==> src/hdl/sme_ram.sv <==
// generic single-port ram with registered read
`default_nettype none
module sme_ram #(
  parameter int Width = 32,
  parameter int Depth = 64
) (
  input  wire logic                     clk,
  input  wire logic                     we,
  input  wire logic [$clog2(Depth)-1:0] addr,
  input  wire logic [Width-1:0]         wdata,
  output      logic [Width-1:0]         rdata
);
  logic [Width-1:0] mem [Depth];
  // write and registered read
  always_ff @(posedge clk) begin
    if (we) mem[addr] <= wdata;
    rdata <= mem[addr];
  end
endmodule
`default_nettype wire

==> config.mk <==
export PLATFORM = sky130hd
export DESIGN_NAME = sme_ram
export DESIGN_NICKNAME = d
export VERILOG_FILES = /design/src/hdl/sme_ram.sv
export SDC_FILE = /design/constraint.sdc
export NUM_CORES = 2
export LEC_CHECK = 0
export BUFFER_PORTS_ARGS = -buffer_cell sky130_fd_sc_hd__clkbuf_2
export CAP_MARGIN = 25
export CORE_ASPECT_RATIO = 1.1
export CORE_MARGIN = 3
export CORE_UTILIZATION = 60
export CTS_CLUSTER_DIAMETER = 150
export DETAILED_ROUTE_END_ITERATION = 16
export PLACE_DENSITY = 0.79
export SLEW_MARGIN = 20
export SYNTH_ARGS = -nofsm -noshare
export SYNTH_HDL_FRONTEND = slang
export SYNTH_SLANG_ARGS = --single-unit
==> constraint.sdc <==
create_clock -name clk -period 10.3 [get_ports clk]
set_input_delay 0.515 -clock clk [delete_from_list [all_inputs] [get_ports clk]]
set_output_delay 0.515 -clock clk [all_outputs]
set_load 0.01 [all_outputs]
==> flow_summary.ini <==
[sta]
rsz0062_at_grt = no
final-max-slew-violation-count = 0
max_slew_margin_pct = 20.1
fmax_ghz = 0.241
fin_crit_sh_pct = 40.3
setup_viol_count_final = 0
fin_setup_tns_ns = 0
timing.final.ws_setup_ns = 6.15
tightest_slew_ns = 1.20
final_period_minus_worst_setup_slack_ns = 4.15
fin_worst_skew_ns = 0.0291
finalHoldViolCount = 0

[placement]
dp_hpwl_um = 116000
portBuffers = 71
dpl_worst_slack_ns = 5.43
gp_congestion = 0.896

[grt]
overflow = 0
grt_pass1_vias = 43200
grt_max_degree = 120
grt.total_usage_pct = 30.9
grt_pass1_wl_um = 301000
antenna_found_initial = 6

[logic_synthesis]
synthTopCellsByArea = edfxtp_1 78%, mux2i_1 3.3%, mux4_2 2.7%
syn_inst = 4239
synth_area_per_cell_um2 = 18.6
netlist_top_cells_count = 2048 x edfxtp_1, 259 x mux2i_1, 188 x a22oi_1, 175 x a221oi_1, 168 x clkbuf_1
syn_area_um2 = 78900
synth-edff-count = 2048
synth.most_common_cell = edfxtp_1
ys_types = 56
async_flop_share_pct = 0
synth_fp_nets = 4279
yosysSeqAreaShare_pct = 78.7
yosysTopAreaCell = edfxtp_1
synth-seq-cells = 2080
ys_warn_count = 0
synth_top_area_share_pct = 77.9
ys.flop_type = edfxtp_1

[worst_setup_path]
arrival_ns = 4.78
reg2reg_to = rdata[27]
cp_data_required_time_ns = 10.93
reg2reg_depth = 5
crit_path_max_fanout = 88
start_kind = primary input
r2r_setup_slack_ns = 7.39
r2r_start = mem[26][27]
endpoint_kind = register
crit_type = primary input to register

[clocking]
clockRootBuffer = clkbuf_16
cts_tree = yes
cts_buffer_depth = 3
clk_pin_slew_worst_paths_ns = 0.06
numCtsBuffers = 192
cts_resized = 0
post_cts_buffers = 0
cts_hold_buf = 0
cts.sinks = 2080
cts_max_level = 4
clk_latency_ns = 0.79

[die]
die_area_um2 = 136000
die_w_um = 352
coreArea_um2 = 130000
num_rows = 138
dieHeight_um = 386
start_util_pct = 60.9
boundaryPins = 72

[routing]
drtPass1Iterations = 7
ant_nets = 0
first_iter_violations = 7283
viasPerCell = 7.05
drc = 0
detail_route.wl_per_cell_um = 33.3
wirelength_um = 209000
vias = 44200

[hold_path]
worstHoldPathCells = 1
worstHoldEndpoint = mem[28][31]
min_from = wdata[31]
hold_path.class = primary input to register

[power_and_ir_drop]
vdd_ir_drop_max_uv = 175
cellLeakagePower_nw = 28.3
power_density_nw_per_um2 = 194

[flow_run]
maxCapViolCount = 0

[final_layout]
fin_nets = 4392
synthToLayoutAreaGrowth_pct = 11.9
layout-drive-gt1-share_pct = 17.9

[outcome]
status = finished, final reports clean
[worst max-delay path by stage]
stage	cells after the start	to	start
after floorplan	8	mem[15][0]	addr[2]
after global placement	8	rdata[2]	addr[1]
after detailed placement	8	rdata[2]	addr[1]
after CTS	8	rdata[8]	addr[1]
after global routing	10	rdata[10]	addr[0]
final	8	rdata[12]	addr[1]
[cells in the final DEF, fill, tap and decap left out, types with 10 or more instances in the layout]
master,count
o21ai_0,84
a22oi_1,188
clkinv_1,49
mux2_2,147
o22a_1,70
o2bb2ai_1,15
nor3_1,19
a22o_1,66
dfxtp_1,32
a221o_1,15
clkbuf_16,199
nor2_1,75
edfxtp_1,2048
buf_4,123
a2111oi_0,13
nand2_1,27
bufinv_16,10
o22ai_1,93
diode_2,10
or4_1,15
buf_16,14
or4b_1,14
a21oi_1,121
clkbuf_1,48
clkinv_2,34
a222oi_1,16
nand2b_1,15
nand3_1,53
a31oi_1,43
clkbuf_2,67
nor4_1,14
mux2i_1,259
a211oi_1,17
nor2_4,67
a221oi_1,175
and3_1,85
mux4_2,96
[metal layers]
layer  share of wire (%)  global-route usage [%]
met5              0.0053                       0
met2                  46                    47.1
met1                  34                    41.9
met4                 6.8                    17.9
met3                  13                    6.58
[stage by stage]
stage | instances | utilization (%) | cell area, µm² | hold WS [ns] | power [mW]
after floorplan | 4239 | - | 78900 | 0.564 | 10.0
after detailed placement | 5905 | 63.4 | 82200 | 0.595 | 10.5
after global routing | 6264 | 68.1 | 88300 | 0.127 | 17.5
after CTS | 6261 | 68.0 | 88200 | 0.335 | 17.1
final | 6274 | 68.1 | 88300 | 0.142 | 17.1
after global placement | 5888 | 63.0 | 81800 | 0.576 | 10.4
[flip-flops by register name (all words and copies together) (netlist names)]
| name | flops |
|---|---|
| rdata | 32 |
| mem | 2048 |
[where the power goes]
group | leakage (nW) | internal [mW] | switching [mW]
Combinational | 6.72 | 0.265 | 0.631
Clock | 2.93 | 3.81 | 2.99
Sequential | 18.7 | 9.37 | 0.0412
[area by class of cell]
class                   instances  area [µm²]
flip-flops and latches       2080       62100
clock buffers                 252        5230
well taps                    1750        2190
repair buffers                217        1870
diodes                         10        25.0
inverters                       2        15.0
fillers                      7758       41400
multi-input cells            1859       16100
clock inverters               104         761
[kinds of logic after synthesis]
kind of cell,after synthesis,share of synthesized area (%)
flip-flops,2080,78.7
buffers and inverters,300,1.68
AO/OA/AOI/OAI,933,8.66
multiplexers,502,8.12
AND/OR/NAND/NOR,424,2.81
[worst max-delay path: stages]
cell and delay (ns):
buf_8 0.42, buf_4 0.73, inv_8 0.40, buf_4 0.50, o21ai_0 0.42, nand3_1 0.29
a2111oi_0 1.08, nand3_1 0.15
Note: power is estimated with default switching activity, not from simulation.
