<file path="config.mk">
export PLATFORM = sky130hd
export DESIGN_NAME = sme_div
export DESIGN_NICKNAME = d
export VERILOG_FILES = /design/src/hdl/sme_pkg.sv /design/src/hdl/sme_div.sv
export SDC_FILE = /design/constraint.sdc
export NUM_CORES = 1
export LEC_CHECK = 0
export BUFFER_PORTS_ARGS = -buffer_cell sky130_fd_sc_hd__buf_2
export CAP_MARGIN = 20
export CORE_MARGIN = 2
export CORE_UTILIZATION = 40
export CTS_BUF_LIST = sky130_fd_sc_hd__clkbuf_8
export DETAILED_ROUTE_END_ITERATION = 10
export RECOVER_POWER = 25
export SYNTH_ARGS = -nofsm -noshare
export SYNTH_HDL_FRONTEND = slang
export SYNTH_SLANG_ARGS = --single-unit
</file>
<file path="constraint.sdc">
create_clock -name clk -period 5.3 [get_ports clk]
set_input_delay 0.265 -clock clk [delete_from_list [all_inputs] [get_ports clk]]
set_output_delay 0.265 -clock clk [all_outputs]
set_load 0.01 [all_outputs]
</file>
<file path="src/hdl/sme_pkg.sv">
// shared types, constants and opcode codes of the stack machine executor
`default_nettype none
package sme_pkg;
  localparam int StackDepth = 64;
  localparam int CallDepth  = 32;
  localparam int Vars       = 64;
  localparam int ProgMax    = 1024;
  localparam int SaW = $clog2(StackDepth);
  localparam int RaW = $clog2(CallDepth);
  localparam int VaW = $clog2(Vars);
  localparam int PcW = 11;

  typedef enum logic [3:0] {
    OP_PUSH = 4'd0, OP_MUL = 4'd1, OP_ADD = 4'd2, OP_SUB = 4'd3, OP_DIV = 4'd4,
    OP_PRINT = 4'd5, OP_LOAD = 4'd6, OP_STORE = 4'd7, OP_JUMP = 4'd8, OP_JIF = 4'd9,
    OP_EQ = 4'd10, OP_LT = 4'd11, OP_GT = 4'd12, OP_CALL = 4'd13, OP_RET = 4'd14,
    OP_NOP = 4'd15
  } op_t;

  typedef enum logic [3:0] {
    ERR_NONE = 4'd0, ERR_UNDER = 4'd1, ERR_OVER = 4'd2, ERR_UNSET = 4'd3,
    ERR_TARGET = 4'd4, ERR_RET_UNDER = 4'd5, ERR_CALL_OVER = 4'd6,
    ERR_VAR_IDX = 4'd7, ERR_DIV_ZERO = 4'd8
  } err_t;

  typedef enum logic [2:0] {
    ST_IDLE, ST_RD1, ST_RD2, ST_EXEC, ST_MUL, ST_DIV, ST_WB, ST_OUT
  } state_t;

  localparam logic [31:0] QOne = 32'h0001_0000;

  function automatic logic [31:0] sat32(input logic signed [65:0] v);
    logic [31:0] r;
    if (v > 66'sd2147483647) r = 32'h7fff_ffff;
    else if (v < -66'sd2147483648) r = 32'h8000_0000;
    else r = v[31:0];
    return r;
  endfunction
endpackage
`default_nettype wire

</file>
<file path="src/hdl/sme_div.sv">
// sequential signed q16.16 divider, one quotient bit per cycle
`default_nettype none
module sme_div (
  input  wire logic        clk,
  input  wire logic        rst_n,
  input  wire logic        start,
  input  wire logic [31:0] num,
  input  wire logic [31:0] den,
  output      logic        done,
  output      logic [31:0] quot
);
  import sme_pkg::*;
  logic [47:0] q_r, q_nxt;
  logic [32:0] rem_r, rem_nxt;
  logic [31:0] d_r, d_nxt;
  logic        neg_r, neg_nxt;
  logic [5:0]  cnt_r, cnt_nxt;
  logic        busy_r, busy_nxt, done_r, done_nxt;
  logic [32:0] trial;
  logic signed [65:0] sq;
  logic [31:0] an, ad;

  assign an = num[31] ? (~num + 32'd1) : num;
  assign ad = den[31] ? (~den + 32'd1) : den;
  assign trial = {rem_r[31:0], q_r[47]} - {1'b0, d_r};
  assign sq = neg_r ? -$signed({18'd0, q_r}) : $signed({18'd0, q_r});

  // shift-subtract step over 48 dividend bits
  always_comb begin
    q_nxt = q_r; rem_nxt = rem_r; d_nxt = d_r; neg_nxt = neg_r;
    cnt_nxt = cnt_r; busy_nxt = busy_r; done_nxt = 1'b0;
    if (start) begin
      q_nxt = {an, 16'd0}; rem_nxt = '0; d_nxt = ad;
      neg_nxt = num[31] ^ den[31]; cnt_nxt = 6'd48; busy_nxt = 1'b1;
    end else if (busy_r) begin
      if (!trial[32]) begin
        rem_nxt = trial; q_nxt = {q_r[46:0], 1'b1};
      end else begin
        rem_nxt = {rem_r[31:0], q_r[47]}; q_nxt = {q_r[46:0], 1'b0};
      end
      cnt_nxt = cnt_r - 6'd1;
      if (cnt_r == 6'd1) begin
        busy_nxt = 1'b0; done_nxt = 1'b1;
      end
    end
  end

  always_ff @(posedge clk) begin
    q_r <= q_nxt; rem_r <= rem_nxt; d_r <= d_nxt; neg_r <= neg_nxt; cnt_r <= cnt_nxt;
    if (!rst_n) begin
      busy_r <= 1'b0; done_r <= 1'b0;
    end else begin
      busy_r <= busy_nxt; done_r <= done_nxt;
    end
  end

  assign done = done_r;
  assign quot = sat32(sq);
endmodule
`default_nettype wire

</file>
==> qor_table.md <==
| Result | Reported | Unit |
|:---|:---|:---|
| Highest-count cells in the layout ignoring fill and taps | sky130_fd_sc_hd__nor2_1, sky130_fd_sc_hd__nand2_1, sky130_fd_sc_hd__o21ai_0, sky130_fd_sc_hd__buf_2, sky130_fd_sc_hd__xor2_1 | - |
| Setup TNS | 0 | ns |
| Antenna violations before repair | 0 | - |
| Async set-or-reset flop fraction in the synthesized netlist | 0 | % |
| Hold buffers post-CTS | 0 | - |
| Clock sinks | 121 | - |
| Worst slack, placed | 0.997 | ns |
| Skew-Pair Late Insertion Delay | 0.45 | ns |
| Fraction of final layout cells with drive strength greater than 1 | 12.7 | % |
| Leakage | 4.13 | nW |
| Die Span X | 157 | um |
| Final routed wire length divided by cell count | 16.1 | um |
| Antenna-violating nets left | 0 | - |
| Headroom to the max-slew limit | -79.9 | % |
| Top-level I/O count | 100 | - |
| Startpoint kind of the worst setup timing path | flip-flop | - |
| Worst hold slack after final layout | 0.0336 | ns |
| Layout overhead on the synthesized area | 12.4 | % |
| Maximum capacitance violations | 2 | - |
| Post-synthesis sequential element count | 121 | - |
| Critical path type | reg -> out | - |
| Min-delay src | rst_n | - |
| Failing checks | capacitance limit, slew limit | - |
| Avg Synthesized Cell Area | 8.23 | um2 |
| Antenna diode count | 0 | - |
| Final layout net count | 1310 | - |
| Fraction of synthesized cell area in xor and xnor cells | 11.6 | % |
| Clock tree from TritonCTS | done | - |
| Final setup slack of the worst path | 0.515 | ns |
| RD Place Congestion | 0.904 | - |
| Effective utilization at floorplan | 40.4 | % |
| Number of setup buffers added after CTS | 0 | - |
| Adder and majority gate portion of the synthesized area | 5.14 | % |
| Number of warnings issued by yosys | 0 | - |
| Overflow left after global routing | 0 | - |
| Combinational family with the most area after synthesis | compound AO/OA/AOI/OAI gates | - |
| HPWL after DPL | 17900 | um |
| Max FO, Critical Path | 31 | - |
| Area of the mapped netlist | 0.00940 | mm2 |
| All-layer global routing usage | 20.4 | % |
| Largest net degree at the start of global routing | 58 | - |
| Number of CTS-inserted buffers | 17 | - |
| Most common flop cell mapped by yosys | sky130_fd_sc_hd__edfxtp_1 | - |
| Final setup violating endpoints | 0 | - |
| CP Launch Point | q_r[21] | - |
| Unrepaired setup endpoints after global routing | false | - |
| Via count | 8636 | - |
| Post-synthesis compound-gate area fraction | 22.4 | % |
| Library cells used by synthesis | 63 | - |
| Top cell family by delay on the critical path | simple AND/OR/NAND/NOR gates | - |
| Area fraction in and, or, nand and nor cells after synthesis | 21.2 | % |
| Outcome | complete, but fails checks | - |
| Final number of max-transition violations | 97 | - |
| Number of flops mapped to enable cells by yosys | 65 | - |
| Final Skew | 0.0122 | ns |
| Standard cell with the maximum stage delay on the critical path | sky130_fd_sc_hd__or4_1 | - |
| Measured slew at the worst slew-check pin | 2.70 | ns |
| Via count of the first global-routing pass | 8084 | - |
| Wire length of the first global-routing pass | 40700 | um |
| Chip height | 157 | um |
| Share of the yosys chip area belonging to registers | 32.7 | % |
| Worst path bufs/invs | 2 | - |
| Max Root-Sink Buffers | 2 | - |
| Crit Reg-Reg Startpoint | q_r[47] | - |
| Clock root cell | sky130_fd_sc_hd__clkbuf_8 | - |
| Type of the worst min-delay path | in -> reg | - |
| Cells after Synth | 1143 | - |
| Core Region | 0.0233 | mm2 |
| Port-buffer cells | 99 | - |
| Gates resized, CTS repair | 0 | - |
| Peak per-stage delay on the critical path | 0.63 | ns |
| Clock input transition at the sequential cells of the worst setup and hold paths | 0.07 | ns |
| # rows | 56 | - |
| Shortest clock period the worst path allows after layout | 4.79 | ns |
| Kind of end point of the critical path | output pin | - |
| Power Density | 277 | mW/mm2 |
| Critical path cell sequence | or4_1 -> nor4b_4 -> nand3_1 -> or2_1 -> or4_1 -> nor3_1 -> o2111ai_1 -> o41ai_4 -> buf_4 -> o2111ai_1 -> buf_2 | - |
| Worst endpoint required time | 5.04 | ns |
| Number of detailed-route iterations in the first pass | 5 | - |
| Final Hold Vio Count | 0 | - |
| Post-route clock period utilization | 90.3 | % |
| Endpoint arrival time on the critical path | 4.52 | ns |
| Maximum clock frequency | 209 | MHz |
| WL final | 24800 | um |
| Residual DRC | 0 | - |
| Via density per instance | 5.62 | - |
| Worst vdd rail ir drop | 163 | uV |
| CTS H-Tree Depth | 4 | - |
| Syn Nets | 1248 | - |
| Total Power Consumption | 0.00292 | W |
| Drt first-iter violations | 629 | - |
| Multiplexer share of the synthesized area | 1.81 | % |
| Total Die Area | 0.0247 | mm2 |
worst paths after layout:
kind                     to  slack, ns  cells past startpoint
setup / recovery   quot[18]       0.51                     11
setup reg to reg  rem_r[27]       1.03                     14
hold / removal         done       0.03                      3
hold reg to reg    cnt_r[1]       0.50                      2
worst min-delay path, stage by stage:
cell and delay, ns:
sky130_fd_sc_hd__buf_2 0.10, sky130_fd_sc_hd__nand2_1 0.05, sky130_fd_sc_hd__nor2_1 0.03
sequential cells by signal, indices dropped and copies added (netlist names):
signal / cells
q_r: 48
cnt_r: 6
d_r: 32
done: 1
rem_r: 32
busy_r: 1
neg_r: 1
cell families (layout without fill, tap and decap cells):
group	after synthesis	count (layout)
compound gates	309	309
xor+xnor	124	124
fa+ha+maj	38	38
buf+inv	129	204
flops	121	121
mux	17	17
simple gates	405	405
stage by stage:
step | instances | utilization [%] | area, um2
6_report | 1537 | 45.4 | 10600
2_1_floorplan | 1143 | - | 9400
3_3_place_gp | 1505 | 43.7 | 10200
4_1_cts | 1537 | 45.5 | 10600
5_1_grt | 1537 | 45.4 | 10600
3_5_place_dp | 1505 | 43.7 | 10200
layer usage:
metal	global-route usage, %	up-vias	wire [um]	part of all wire (%)
li1	-	4361	-	-
met3	3.08	22	995	4.0
met2	34.1	193	11600	47
met4	4.59	0	254	1.0
met5	0	-	0	0
met1	27.9	4060	11900	48
layout make-up:
class                   instances  area, um2
fillers                      2382      12700
multi-input cells             893       5870
flip-flops and latches        121       3080
repair buffers                113        592
well taps                     319        399
clock buffers                  17        234
inverters                      59        221
clock inverters                15        178
cell usage after synthesis, types with 27 or more instances:
| cell type | number | share of area (%) |
|---|---|---|
| sky130_fd_sc_hd__xnor2_1 | 52 | 4.8 |
| sky130_fd_sc_hd__clkbuf_1 | 63 | 2.5 |
| sky130_fd_sc_hd__inv_1 | 58 | 2.3 |
| sky130_fd_sc_hd__nand3_1 | 48 | 2.6 |
| sky130_fd_sc_hd__o31ai_1 | 31 | 2.5 |
| sky130_fd_sc_hd__nand2_1 | 107 | 4.3 |
| sky130_fd_sc_hd__xor2_1 | 72 | 6.7 |
| sky130_fd_sc_hd__edfxtp_1 | 65 | 21 |
| sky130_fd_sc_hd__a21oi_1 | 32 | 1.7 |
| sky130_fd_sc_hd__dfxtp_1 | 56 | 12 |
| sky130_fd_sc_hd__ha_1 | 37 | 4.9 |
| sky130_fd_sc_hd__a311oi_1 | 27 | 2.5 |
| sky130_fd_sc_hd__o21ai_0 | 105 | 5.6 |
| sky130_fd_sc_hd__nor2_1 | 108 | 4.3 |
report_power, final:
part / internal [W] / total, W / switching (W)
Clock: 0.000466 / 0.000871 / 0.000406
Combinational: 0.000346 / 0.000877 / 0.000531
Sequential: 0.00109 / 0.00118 / 0.0000895
(Power assumes the default switching activity.)
